### config.mk
export PLATFORM = sky130hd
export DESIGN_NAME = pulse_period_median_flow_meter
export DESIGN_NICKNAME = d
export VERILOG_FILES = /design/src/hw/rtl/ppmfm_pkg.sv /design/src/hw/rtl/pulse_period_median_flow_meter.sv /design/src/hw/rtl/ppmfm_cell.sv /design/src/hw/rtl/ppmfm_div.sv
export SDC_FILE = /design/constraint.sdc
export NUM_CORES = 2
export LEC_CHECK = 0
export ABC_AREA = 1
export BUFFER_PORTS_ARGS = -buffer_cell sky130_fd_sc_hd__buf_2
export CAP_MARGIN = 10
export CORE_AREA = 2 2 395 397
export DETAILED_ROUTE_END_ITERATION = 7
export DIE_AREA = 0 0 397 399
export GPL_TIMING_DRIVEN = 0
export PLACE_DENSITY = 0.58
export SYNTH_ARGS = -nofsm -noshare
export SYNTH_HDL_FRONTEND = slang
export SYNTH_HIERARCHICAL = 1
export SYNTH_SLANG_ARGS = --single-unit
### constraint.sdc
create_clock -name clock -period 8.75 [get_ports clock]
set_input_delay 0.875 -clock clock [delete_from_list [all_inputs] [get_ports clock]]
set_output_delay 0.875 -clock clock [all_outputs]
set_load 0.005 [all_outputs]
### src/hw/rtl/ppmfm_pkg.sv
// Types, constants and codes of the pulse period median flow meter.
// Used by every module of the block; depends on nothing.
package ppmfm_pkg;

   localparam int WINDOW_MAX_DEF = 5;
   localparam int TIME_BITS_DEF  = 40;

   localparam int PERIOD_W = 30;
   localparam int PPL_W    = 16;
   localparam int FLOW_W   = 31;
   localparam int DEN_W    = PERIOD_W + PPL_W;
   localparam int NUM_W    = DEN_W + 1;
   localparam int DIV_CNT_W = $clog2(NUM_W);

   localparam logic [NUM_W-1:0]  FLOW_NUM2 = 47'd7864320000000;
   localparam logic [FLOW_W-1:0] FLOW_MAX  = 31'h7FFF_FFFF;

   localparam logic [2:0] REG_PPL       = 3'd0;
   localparam logic [2:0] REG_MIN_PER   = 3'd1;
   localparam logic [2:0] REG_WIN_SIZE  = 3'd2;
   localparam logic [2:0] REG_STALE     = 3'd3;
   localparam logic [2:0] REG_INV_LIMIT = 3'd4;
   localparam logic [2:0] REG_MAX_GAP   = 3'd5;

   localparam logic [1:0] FUNC_EDGE  = 2'd0;
   localparam logic [1:0] FUNC_POLL  = 2'd1;
   localparam logic [1:0] FUNC_CLEAR = 2'd2;
   localparam logic [1:0] FUNC_SPARE = 2'd3;

   localparam logic [1:0] MODE_READY   = 2'd0;
   localparam logic [1:0] MODE_RUNNING = 2'd1;
   localparam logic [1:0] MODE_ERROR   = 2'd2;

   localparam logic [2:0] EV_NONE      = 3'd0;
   localparam logic [2:0] EV_ACCEPTED  = 3'd1;
   localparam logic [2:0] EV_OUTLIER   = 3'd2;
   localparam logic [2:0] EV_INVALID   = 3'd3;
   localparam logic [2:0] EV_INV_RESET = 3'd4;

   typedef enum logic [2:0] {
      ST_IDLE,
      ST_DECIDE,
      ST_MEDIAN,
      ST_APPLY,
      ST_MUL,
      ST_START,
      ST_DIV,
      ST_DONE
   } state_type;

   typedef struct packed {
      logic [1:0]  func;
      logic [39:0] time_us;
   } req_type;

   typedef struct packed {
      logic [FLOW_W-1:0]   flow_rate_q16;
      logic [PERIOD_W-1:0] smooth_period;
      logic                data_valid;
      logic [1:0]          mode;
      logic [2:0]          edge_event;
   } rsp_type;

   typedef struct packed {
      logic clr;
      logic wr;
      logic active;
   } cell_ctl_type;

endpackage

### src/hw/rtl/pulse_period_median_flow_meter.sv
// Top level of the pulse period median flow meter: control, window cells, divider.
// Depends on ppmfm_pkg, ppmfm_cell and ppmfm_div.
//
//   channel  direction  handshake            payload
//   req      in         req_valid/req_stall  req_data (func, time_us)
//   rsp      out        rsp_valid/rsp_stall  rsp_data (flow, period, valid, mode, event)
//   csr      in         csr_we               csr_addr, csr_wdata
//
// An accepted item passes through the decide state, then median search and apply
// when a full window needs its median, then multiply, start, divide and done.
// The flow division is bit-serial with 47 steps.
// Synchronous reset clears control state and window cells; registers get defaults.
// A result waits in the output register while the next item is accepted.
module pulse_period_median_flow_meter #(
   parameter int WINDOW_MAX = ppmfm_pkg::WINDOW_MAX_DEF,
   parameter int TIME_BITS  = ppmfm_pkg::TIME_BITS_DEF
) (
   input  logic              clock,
   input  logic              reset,
   input  logic              req_valid,
   output logic              req_stall,
   input  ppmfm_pkg::req_type req_data,
   output logic              rsp_valid,
   input  logic              rsp_stall,
   output ppmfm_pkg::rsp_type rsp_data,
   input  logic              csr_we,
   input  logic [2:0]        csr_addr,
   input  logic [31:0]       csr_wdata
);

   localparam int CW = $clog2(WINDOW_MAX + 1);
   localparam int PW = ppmfm_pkg::PERIOD_W;

   ppmfm_pkg::state_type state_ff, state_in;

   logic [15:0] ppl_ff;
   logic [PW-1:0] min_per_ff;
   logic [2:0]  win_size_ff;
   logic [31:0] stale_ff;
   logic [7:0]  inv_limit_ff;
   logic [PW-1:0] max_gap_ff;

   logic [1:0]           func_ff, func_in;
   logic [TIME_BITS-1:0] now_ff, now_in;
   logic [TIME_BITS-1:0] last_edge_ff, last_edge_in;
   logic                 have_edge_ff, have_edge_in;
   logic [CW-1:0]        wslot_ff, wslot_in;
   logic [CW-1:0]        filled_ff, filled_in;
   logic [PW-1:0]        smooth_ff, smooth_in;
   logic [7:0]           inv_run_ff, inv_run_in;
   logic [TIME_BITS-1:0] last_valid_ff, last_valid_in;
   logic [1:0]           mode_ff, mode_in;
   logic [2:0]           event_ff, event_in;
   logic [PW-1:0]        per_ff, per_in;
   logic [CW-1:0]        cand_ff, cand_in;
   logic [PW-1:0]        median_ff, median_in;
   logic [ppmfm_pkg::DEN_W-1:0] den_ff, den_in;
   logic                 dvalid_ff, dvalid_in;
   logic                 rsp_valid_ff, rsp_valid_in;
   ppmfm_pkg::rsp_type   rsp_ff, rsp_in;

   logic [CW-1:0]        n_eff;
   logic [TIME_BITS-1:0] gap;
   logic [TIME_BITS-1:0] age;
   logic [CW-1:0]        slot_fix;
   logic [7:0]           run_inc;
   logic                 clr_cells;
   logic                 wr_en;
   logic [CW-1:0]        wr_slot;
   logic [PW-1:0]        cand_val;
   logic [PW+1:0]        p3, p2, m3, m2;
   logic                 outlier;
   logic                 div_start, div_done, div_sat;
   logic [ppmfm_pkg::FLOW_W-1:0] div_quot;
   logic [CW-1:0]        lt_chain [WINDOW_MAX+1];
   logic [CW-1:0]        le_chain [WINDOW_MAX+1];
   logic [PW-1:0]        cell_val [WINDOW_MAX];

   always_ff @(posedge clock) begin
      if (reset) begin
         ppl_ff       <= 16'd450;
         min_per_ff   <= 30'd1000;
         win_size_ff  <= 3'd5;
         stale_ff     <= 32'd2000000;
         inv_limit_ff <= 8'd5;
         max_gap_ff   <= 30'd1000000000;
      end else if (csr_we) begin
         unique case (csr_addr)
            ppmfm_pkg::REG_PPL:       ppl_ff       <= csr_wdata[15:0];
            ppmfm_pkg::REG_MIN_PER:   min_per_ff   <= csr_wdata[PW-1:0];
            ppmfm_pkg::REG_WIN_SIZE:  win_size_ff  <= csr_wdata[2:0];
            ppmfm_pkg::REG_STALE:     stale_ff     <= csr_wdata;
            ppmfm_pkg::REG_INV_LIMIT: inv_limit_ff <= csr_wdata[7:0];
            ppmfm_pkg::REG_MAX_GAP:   max_gap_ff   <= csr_wdata[PW-1:0];
            default: ;
         endcase
      end
   end

   always_comb begin
      if (win_size_ff == 3'd0) begin
         n_eff = CW'(1);
      end else if (32'(win_size_ff) > WINDOW_MAX) begin
         n_eff = CW'(WINDOW_MAX);
      end else begin
         n_eff = CW'(win_size_ff);
      end
   end

   assign lt_chain[0] = '0;
   assign le_chain[0] = '0;

   for (genvar i = 0; i < WINDOW_MAX; i++) begin : g_cell
      ppmfm_pkg::cell_ctl_type ctl;
      assign ctl.clr    = clr_cells;
      assign ctl.wr     = wr_en && (wr_slot == CW'(i));
      assign ctl.active = CW'(i) < n_eff;
      ppmfm_cell #(.CNT_W(CW)) u_cell (
         .clock   (clock),
         .reset   (reset),
         .ctl     (ctl),
         .wr_data (per_in),
         .cand    (cand_val),
         .lt_in   (lt_chain[i]),
         .le_in   (le_chain[i]),
         .lt_out  (lt_chain[i+1]),
         .le_out  (le_chain[i+1]),
         .value   (cell_val[i])
      );
   end

   always_comb begin
      cand_val = '0;
      for (int i = 0; i < WINDOW_MAX; i++) begin
         if (cand_ff == CW'(i)) begin
            cand_val = cell_val[i];
         end
      end
   end

   ppmfm_div u_div (
      .clock (clock),
      .reset (reset),
      .start (div_start),
      .numer (ppmfm_pkg::FLOW_NUM2 + ppmfm_pkg::NUM_W'(den_ff)),
      .divis ({den_ff, 1'b0}),
      .done  (div_done),
      .quot  (div_quot),
      .sat   (div_sat)
   );

   always_comb begin
      gap      = now_ff - last_edge_ff;
      age      = now_ff - last_valid_ff;
      slot_fix = (wslot_ff >= n_eff) ? '0 : wslot_ff;
      run_inc  = (inv_run_ff == 8'd255) ? inv_run_ff : inv_run_ff + 8'd1;
      p3       = {2'b00, per_ff} + {1'b0, per_ff, 1'b0};
      p2       = {1'b0, per_ff, 1'b0};
      m3       = {2'b00, median_ff} + {1'b0, median_ff, 1'b0};
      m2       = {1'b0, median_ff, 1'b0};
      outlier  = (p3 < m2) || (p2 > m3);

      state_in      = state_ff;
      func_in       = func_ff;
      now_in        = now_ff;
      last_edge_in  = last_edge_ff;
      have_edge_in  = have_edge_ff;
      wslot_in      = wslot_ff;
      filled_in     = filled_ff;
      smooth_in     = smooth_ff;
      inv_run_in    = inv_run_ff;
      last_valid_in = last_valid_ff;
      mode_in       = mode_ff;
      event_in      = event_ff;
      per_in        = per_ff;
      cand_in       = cand_ff;
      median_in     = median_ff;
      den_in        = den_ff;
      dvalid_in     = dvalid_ff;
      rsp_in        = rsp_ff;
      rsp_valid_in  = rsp_valid_ff && rsp_stall;
      clr_cells     = 1'b0;
      wr_en         = 1'b0;
      wr_slot       = slot_fix;
      div_start     = 1'b0;
      req_stall     = 1'b1;

      unique case (state_ff)
         ppmfm_pkg::ST_IDLE: begin
            req_stall = 1'b0;
            if (req_valid) begin
               func_in  = req_data.func;
               now_in   = TIME_BITS'({24'd0, req_data.time_us});
               event_in = ppmfm_pkg::EV_NONE;
               state_in = ppmfm_pkg::ST_DECIDE;
            end
         end
         ppmfm_pkg::ST_DECIDE: begin
            state_in = ppmfm_pkg::ST_MUL;
            if (func_ff == ppmfm_pkg::FUNC_CLEAR) begin
               last_edge_in  = '0;
               have_edge_in  = 1'b0;
               clr_cells     = 1'b1;
               wslot_in      = '0;
               filled_in     = '0;
               smooth_in     = '0;
               inv_run_in    = '0;
               last_valid_in = '0;
               mode_in       = ppmfm_pkg::MODE_READY;
            end else if (func_ff == ppmfm_pkg::FUNC_EDGE) begin
               if (!have_edge_ff) begin
                  have_edge_in = 1'b1;
                  last_edge_in = now_ff;
               end else if (gap != '0 && gap <= TIME_BITS'(max_gap_ff)) begin
                  last_edge_in = now_ff;
                  per_in       = gap[PW-1:0];
                  if (gap[PW-1:0] > min_per_ff) begin
                     inv_run_in = '0;
                     wslot_in   = slot_fix;
                     if (filled_ff >= n_eff) begin
                        cand_in  = '0;
                        state_in = ppmfm_pkg::ST_MEDIAN;
                     end else begin
                        smooth_in     = gap[PW-1:0];
                        filled_in     = filled_ff + 1'b1;
                        wr_en         = 1'b1;
                        wr_slot       = slot_fix;
                        wslot_in      = (slot_fix + 1'b1 == n_eff) ? '0 : slot_fix + 1'b1;
                        last_valid_in = now_ff;
                        mode_in       = ppmfm_pkg::MODE_RUNNING;
                        event_in      = ppmfm_pkg::EV_ACCEPTED;
                     end
                  end else begin
                     inv_run_in = run_inc;
                     if (run_inc >= inv_limit_ff) begin
                        filled_in = '0;
                        clr_cells = 1'b1;
                        mode_in   = ppmfm_pkg::MODE_ERROR;
                        event_in  = ppmfm_pkg::EV_INV_RESET;
                     end else begin
                        event_in = ppmfm_pkg::EV_INVALID;
                     end
                  end
               end
            end
         end
         ppmfm_pkg::ST_MEDIAN: begin
            if (lt_chain[WINDOW_MAX] <= (n_eff >> 1) && (n_eff >> 1) < le_chain[WINDOW_MAX]) begin
               median_in = cand_val;
               state_in  = ppmfm_pkg::ST_APPLY;
            end else begin
               cand_in = cand_ff + 1'b1;
            end
         end
         ppmfm_pkg::ST_APPLY: begin
            smooth_in     = outlier ? median_ff : per_ff;
            event_in      = outlier ? ppmfm_pkg::EV_OUTLIER : ppmfm_pkg::EV_ACCEPTED;
            wr_en         = 1'b1;
            wr_slot       = wslot_ff;
            wslot_in      = (wslot_ff + 1'b1 == n_eff) ? '0 : wslot_ff + 1'b1;
            last_valid_in = now_ff;
            mode_in       = ppmfm_pkg::MODE_RUNNING;
            state_in      = ppmfm_pkg::ST_MUL;
         end
         ppmfm_pkg::ST_MUL: begin
            den_in    = smooth_ff * ppl_ff;
            dvalid_in = (mode_ff != ppmfm_pkg::MODE_ERROR) && (age <= TIME_BITS'(stale_ff))
                        && (inv_run_ff < inv_limit_ff) && (filled_ff != '0)
                        && (smooth_ff != '0);
            state_in  = ppmfm_pkg::ST_START;
         end
         ppmfm_pkg::ST_START: begin
            div_start = 1'b1;
            state_in  = ppmfm_pkg::ST_DIV;
         end
         ppmfm_pkg::ST_DIV: begin
            if (div_done) begin
               state_in = ppmfm_pkg::ST_DONE;
            end
         end
         ppmfm_pkg::ST_DONE: begin
            if (!rsp_valid_ff || !rsp_stall) begin
               if (smooth_ff == '0) begin
                  rsp_in.flow_rate_q16 = '0;
               end else if (ppl_ff == '0 || div_sat) begin
                  rsp_in.flow_rate_q16 = ppmfm_pkg::FLOW_MAX;
               end else begin
                  rsp_in.flow_rate_q16 = div_quot;
               end
               rsp_in.smooth_period = smooth_ff;
               rsp_in.data_valid    = dvalid_ff;
               rsp_in.mode          = mode_ff;
               rsp_in.edge_event    = event_ff;
               rsp_valid_in         = 1'b1;
               state_in             = ppmfm_pkg::ST_IDLE;
            end
         end
         default: state_in = ppmfm_pkg::ST_IDLE;
      endcase
   end

   always_ff @(posedge clock) begin
      if (reset) begin
         state_ff      <= ppmfm_pkg::ST_IDLE;
         last_edge_ff  <= '0;
         have_edge_ff  <= 1'b0;
         wslot_ff      <= '0;
         filled_ff     <= '0;
         smooth_ff     <= '0;
         inv_run_ff    <= '0;
         last_valid_ff <= '0;
         mode_ff       <= ppmfm_pkg::MODE_READY;
         rsp_valid_ff  <= 1'b0;
      end else begin
         state_ff      <= state_in;
         last_edge_ff  <= last_edge_in;
         have_edge_ff  <= have_edge_in;
         wslot_ff      <= wslot_in;
         filled_ff     <= filled_in;
         smooth_ff     <= smooth_in;
         inv_run_ff    <= inv_run_in;
         last_valid_ff <= last_valid_in;
         mode_ff       <= mode_in;
         rsp_valid_ff  <= rsp_valid_in;
      end
      func_ff   <= func_in;
      now_ff    <= now_in;
      event_ff  <= event_in;
      per_ff    <= per_in;
      cand_ff   <= cand_in;
      median_ff <= median_in;
      den_ff    <= den_in;
      dvalid_ff <= dvalid_in;
      rsp_ff    <= rsp_in;
   end

   assign rsp_valid = rsp_valid_ff;
   assign rsp_data  = rsp_ff;

endmodule

### src/hw/rtl/ppmfm_cell.sv
// One window cell: holds a stored period and adds its rank votes to the chain.
// Depends on ppmfm_pkg.
module ppmfm_cell #(
   parameter int CNT_W = 3
) (
   input  logic                          clock,
   input  logic                          reset,
   input  ppmfm_pkg::cell_ctl_type       ctl,
   input  logic [ppmfm_pkg::PERIOD_W-1:0] wr_data,
   input  logic [ppmfm_pkg::PERIOD_W-1:0] cand,
   input  logic [CNT_W-1:0]              lt_in,
   input  logic [CNT_W-1:0]              le_in,
   output logic [CNT_W-1:0]              lt_out,
   output logic [CNT_W-1:0]              le_out,
   output logic [ppmfm_pkg::PERIOD_W-1:0] value
);

   logic [ppmfm_pkg::PERIOD_W-1:0] value_ff;
   logic [ppmfm_pkg::PERIOD_W-1:0] value_in;

   always_comb begin
      value_in = value_ff;
      if (ctl.clr) begin
         value_in = '0;
      end else if (ctl.wr) begin
         value_in = wr_data;
      end
   end

   always_ff @(posedge clock) begin
      if (reset) begin
         value_ff <= '0;
      end else begin
         value_ff <= value_in;
      end
   end

   assign lt_out = lt_in + CNT_W'(ctl.active && (value_ff < cand));
   assign le_out = le_in + CNT_W'(ctl.active && (value_ff <= cand));
   assign value  = value_ff;

endmodule

### src/hw/rtl/ppmfm_div.sv
// Restoring divider, one quotient bit per cycle, with a flag for quotients that overflow.
// Depends on ppmfm_pkg.
module ppmfm_div (
   input  logic                          clock,
   input  logic                          reset,
   input  logic                          start,
   input  logic [ppmfm_pkg::NUM_W-1:0]   numer,
   input  logic [ppmfm_pkg::NUM_W-1:0]   divis,
   output logic                          done,
   output logic [ppmfm_pkg::FLOW_W-1:0]  quot,
   output logic                          sat
);

   localparam int NW = ppmfm_pkg::NUM_W;
   localparam int FW = ppmfm_pkg::FLOW_W;

   logic                          busy_ff, busy_in;
   logic                          done_ff, done_in;
   logic [ppmfm_pkg::DIV_CNT_W-1:0] cnt_ff, cnt_in;
   logic [NW-1:0]                 rem_ff, rem_in;
   logic [NW-1:0]                 num_ff, num_in;
   logic [NW-1:0]                 div_ff, div_in;
   logic [FW-1:0]                 q_ff, q_in;
   logic                          sat_ff, sat_in;
   logic [NW:0]                   shifted;
   logic                          ge;

   always_comb begin
      shifted = {rem_ff, num_ff[NW-1]};
      ge      = shifted >= {1'b0, div_ff};
      busy_in = busy_ff;
      done_in = 1'b0;
      cnt_in  = cnt_ff;
      rem_in  = rem_ff;
      num_in  = num_ff;
      div_in  = div_ff;
      q_in    = q_ff;
      sat_in  = sat_ff;
      if (start) begin
         busy_in = 1'b1;
         cnt_in  = '0;
         rem_in  = '0;
         num_in  = numer;
         div_in  = divis;
         q_in    = '0;
         sat_in  = 1'b0;
      end else if (busy_ff) begin
         rem_in = ge ? NW'(shifted - {1'b0, div_ff}) : shifted[NW-1:0];
         num_in = {num_ff[NW-2:0], 1'b0};
         q_in   = {q_ff[FW-2:0], ge};
         sat_in = sat_ff | q_ff[FW-1];
         cnt_in = cnt_ff + 1'b1;
         if (cnt_ff == ppmfm_pkg::DIV_CNT_W'(NW - 1)) begin
            busy_in = 1'b0;
            done_in = 1'b1;
         end
      end
   end

   always_ff @(posedge clock) begin
      if (reset) begin
         busy_ff <= 1'b0;
         done_ff <= 1'b0;
      end else begin
         busy_ff <= busy_in;
         done_ff <= done_in;
      end
      cnt_ff <= cnt_in;
      rem_ff <= rem_in;
      num_ff <= num_in;
      div_ff <= div_in;
      q_ff   <= q_in;
      sat_ff <= sat_in;
   end

   assign done = done_ff;
   assign quot = q_ff;
   assign sat  = sat_ff;

endmodule

======== Word level (Yosys, flattened, before mapping) ========
Index checks and enable logic that the tools add are counted.
storage, ports and cells
  register bits after elaboration ......... 802
  bits in latches ......................... 0
  bits in writable memories ............... 0
  bits in read-only memories .............. 0
  input bits .............................. 82
  output and inout bits ................... 69
  word-level logic and storage cells ...... 327
  memories kept ........................... 0
operators by class
  add/sub/neg operators ................... 20
  multipliers ............................. 1
  divide/modulo/power cells ............... 0
  $lt $le $gt $ge ......................... 28
  equality and inequality tests ........... 47
  shift-type cells ........................ 0
  mux-type cells .......................... 120
  bitwise gates (word level) .............. 2
  reductions and logical operators ........ 67
operator list
  kind                                           count
  2-to-1 mux 30 bit                              17
  2-to-1 mux 40 bit                              10
  less-or-equal comparator 30 bit                5
  < comparator 30 bit                            5
  2-to-1 mux 47 bit                              3
  2-to-1 mux 3 bit                               44
  one-hot mux 40 bit (2 select lines)            1
  subtractor 40 bit                              2
  adder 30 x 31 -> 32 bit                        2
  one-hot mux 30 bit (2 select lines)            1
  greater-or-equal comparator 48 x 47 -> 1 bit   1
  2-to-1 mux 8 bit                               6
  adder 43 x 46 -> 47 bit, first input constant  1
  subtractor 47 bit                              1
  multiplier 30 x 16 -> 46 bit                   1
  less-or-equal comparator 40 x 30 -> 1 bit      1
  less-or-equal comparator 40 x 32 -> 1 bit      1
  nonzero test 40 bit                            1
  greater-than comparator 31 x 32 -> 1 bit       1
  < comparator 32 x 31 -> 1 bit                  1
  2-to-1 mux 31 bit                              1
  greater-than comparator 30 bit                 1
  logical NOT 30 bit                             1
  nonzero test 30 bit                            1
  53 further kinds                               176

======== Depth between registers and ports, before layout ========
  depth after elaboration ................. 16
  depth in mapped cells ................... 38
  mapped depth without buffers ............ 37

======== By module ========
Netlist, hierarchy kept.
modules (own cells, without submodules)
  module                          times used  cells an instance  area each (um^2)  seq. area each (um^2)
  pulse_period_median_flow_meter  1           6,579              48,029.8          11,370.9
  ppmfm_div                       1           1,609              10,964.3          4,564.4
  ppmfm_cell                      5           285                1,971.9           600.6

======== Worst setup path after synthesis ========
OpenSTA, ideal clock, no wires.
  kind .................................... register to register
  start ................................... register cand_ff[0]
  end ..................................... register median_ff[0] (enable)
  setup time .............................. 417 ps
  data arrival time ....................... 6,161 ps
  required time ........................... 8,333 ps
  path slack .............................. 2,172 ps
  stages on the path, launching flop included .. 33
  buffers on the path ..................... 1
  clock period less this slack ............ 6,578 ps
  cell sequence ........................... edfxtp_1 inv_1 ha_1 nor3b_1 clkbuf_1 nand2_1 nand3_1 o211ai_1 a31oi_1 inv_1 ha_1 nand2_1 nor2_2 inv_1 nor2_2 nand2_1 nand2_1 nand2_1 nand2_2 nand2_1 ha_1 ha_1 ha_1 ha_1 ha_1 ha_1 inv_1 ha_1 a21oi_1 nor2_1 nor2_1 nand2_1 nor2_1
RTL lines
  what                      line                                   text
  start: declaration        pulse_period_median_flow_meter.sv:55   logic [CW-1:0] cand_ff, cand_in;
  start signal: assignment  pulse_period_median_flow_meter.sv:330  cand_ff <= cand_in;
  end signal: assignment    pulse_period_median_flow_meter.sv:331  median_ff <= median_in;
  end: declaration          pulse_period_median_flow_meter.sv:56   logic [PW-1:0] median_ff, median_in;

==> flow_summary.json <==
{
  "finalSetupTns_ns": 0,
  "synth_area_leaders": "dfxtp_1 (15%), nand2_1 (15%), edfxtp_1 (12%)",
  "endpoint": "cand_ff[1]",
  "setup_viol": 0,
  "fin_crit_ns": 8.33,
  "cts_sinks": 803,
  "gp_congestion": 0.967,
  "wl_per_cell_um": 19.9,
  "crit_path_end_kind": "flop",
  "synth_area_um2": 68900,
  "crit_fanout": 10,
  "grtUsageTotal": 0.300,
  "nFillCells": 15500,
  "synth_top_area_share": 0.150,
  "hold_buffers": 0,
  "placement.io_buffers": 150,
  "power_density_nw_per_um2": 251,
  "avgSynthCellArea_um2": 7.16,
  "hp-start": "req_data[41]",
  "fp.dieArea_um2": 158000,
  "slew_headroom": 0.131,
  "drt_wl_total_um": 238000,
  "skew_ns": 0.0821,
  "die_w_um": 397,
  "seq_area_um2": 18900,
  "path_class": "reg -> reg",
  "ant_nets": 0,
  "ios": 151,
  "rows": 144,
  "switching_share": 0.469,
  "status": "completed",
  "required_ns": 9.12,
  "start_util": 0.448,
  "p_sw_uw": 8910,
  "cap_violations": 0,
  "power.internal_uw": 10100,
  "cts_tree": "done",
  "area_growth_pct": 9.82,
  "first_iter_violations": 5675,
  "r2r_slack_ns": 0.42,
  "max-vdd-ir-drop_mv": 0.175,
  "multi_input_comb_area_um2": 41600,
  "finalHoldViolations": 0,
  "drive_above_1_share": 0.0463,
  "period_share": 0.952,
  "crit_top_cell": "ha_1",
  "clk_path_buf_depth": 3,
  "synth-main-ff-cell": "dfxtp_1",
  "clk_pin_slew_ns": 0.06,
  "timing.rr.start": "cand_ff[0]",
  "clock_power_share": 0.215,
  "routed_via_density": 5.25,
  "num_vias": 63000,
  "post_cts_buffers": 0,
  "clock_latency_ns": 0.76,
  "rr_endpoint": "cand_ff[1]",
  "drtPass1Iterations": 5,
  "drc": 0,
  "cts.htree.levels": 3,
  "setup_ws_ns": 0.421,
  "crit_slowest_cell": "a21oi_1",
  "synth_seq_cells": 803,
  "yosysSeqAreaShare": 0.275,
  "core-area_um2": 154000,
  "antenna_found_initial": 6,
  "p_seq_frac": 0.264,
  "hpwl_um": 194000,
  "grt_remaining_overflow": 0,
  "netlist_instances": 9613,
  "cts_made_buffers": 91,
  "grt_pass1_wl_um": 363000,
  "grt_pass1_vias": 60800,
  "cts_root_buffer": "clkbuf_16",
  "cts.repair.resized": 0,
  "synth-async-reset-ratio": 0,
  "leakage_uw": 0.0373,
  "slew_violations": 0,
  "grt_max_degree": 57,
  "yosysWarnings": 6,
  "yosysTopAreaCell": "dfxtp_1",
  "critPathMaxStageDelay_ns": 0.95,
  "hp-class": "in -> reg",
  "die_height_um": 399,
  "yosysMostFrequentCell": "nand2_1",
  "reg2regPathDepth": 31,
  "rsz0062_at_grt": "false",
  "fmax_ghz": 0.120,
  "synth_edf_count": 286,
  "p_comb_frac": 0.521,
  "num-nets-final": 11000,
  "yosysUniqueCellTypes": 64,
  "critPathArrivalTime_ns": 8.70,
  "worstSetupStartpoint": "cand_ff[0]",
  "p_total_uw": 19000,
  "place_ws_ns": 0.606,
  "startpoint_type": "flop",
  "worst_pin_slew_ns": 1.29,
  "synth_common_cells": "nand2_1 (2701), inv_1 (1855), nor2_1 (771), ha_1 (660), a21oi_1 (599)"
}
==> flip-flops by register name (all words and copies together), names as in the netlist, 30 cells and up <==
name and cells:
den_ff 46, g_cell.u_cell/value 150, last_edge_ff 40, last_valid_ff 40, max_gap_ff 30, median_ff 30, min_per_ff 30, now_ff 40
per_ff 30, rsp_data 67, smooth_ff 30, stale_ff 32, u_div/div_ff 47, u_div/num_ff 47, u_div/quot 31, u_div/rem_ff 47
==> cell type report <==
class | count | share of cell area
Antenna cell | 2 | 0.0000662
Buffer | 328 | 0.0182
Clock buffer | 126 | 0.0335
Clock inverter | 44 | 0.00879
Inverter | 1874 | 0.0930
Multi-Input combinational cell | 6615 | 0.550
Sequential cell | 803 | 0.250
Tap cell | 2044 | 0.0338
Timing Repair Buffer | 167 | 0.0125
==> cells in the final DEF, fill, tap and decap left out, types with 117 or more instances in the layout <==
cell type  count
a21oi_1      599
buf_2        192
clkbuf_1     257
dfxtp_1      517
edfxtp_1     286
fa_1         395
ha_1         660
inv_1       1855
nand2_1     2701
nand3_1      287
nand4_1      158
nor2_1       768
o21ai_0      342
xor2_1       117
==> logic make-up (layout without fill, tap and decap cells) <==
group | count (synthesis) | in the layout | share of synthesized area
other | 2 | 11 | 0.000109
AOI/OAI and AO/OA | 1230 | 1230 | 0.0983
adders and majority gates | 1055 | 1055 | 0.235
buffers and inverters | 2202 | 2539 | 0.122
DFF | 803 | 803 | 0.275
xor gates and xnor gates | 200 | 200 | 0.0255
and+or+nand+nor | 4121 | 4121 | 0.244
==> routing by layer <==
layer | up-vias | GRT usage | part of all wire
met5 | - | 0 | 0.000075
met1 | 30000 | 0.434 | 0.47
met2 | 2076 | 0.458 | 0.42
met4 | 2 | 0.0851 | 0.029
met3 | 346 | 0.0523 | 0.081
li1 | 30600 | - | -
==> through the flow <==
step	cells	hold slack [ns]	area [µm²]	util
floorplan	9620	0.400	68900	-
global route	12000	0.258	75600	0.492
global placement	11800	0.413	72200	0.470
finish	12000	0.293	75600	0.492
detailed placement	11800	0.410	72400	0.471
CTS	12000	0.248	75600	0.492
==> worst min-delay path by stage <==
| stage | end | slack (ns) | depth (start not counted) |
|---|---|---|---|
| finish | func_ff[1] | 0.29 | 1 |
| global route | now_ff[32] | 0.26 | 1 |
| CTS | now_ff[32] | 0.25 | 1 |
| detailed placement | rsp_data[28] | 0.41 | 0 |
| global placement | rsp_data[28] | 0.41 | 0 |
| floorplan | rsp_data[0] | 0.40 | 0 |
==> power groups by stage <==
stage / clock network [µW] / registers (µW) / logic [µW]
final: 4090 / 5010 / 9900
after global routing: 4290 / 5060 / 11100
after floorplan: 0 / 4880 / 6660
after detailed placement: 0 / 5070 / 9720
after CTS: 4160 / 5000 / 9780
after global placement: 0 / 5100 / 9530
==> critical path, delay by kind of cell (launching register included) <==
family,cells,cell delay (ns)
flip-flops,1,0.45
adder cells (fa/ha/maj),9,2.42
buffers and inverters,4,0.83
AND/OR/NAND/NOR,14,2.24
AO/OA/AOI/OAI,4,2.00
No activity file was read; power rests on OpenSTA's default activity.
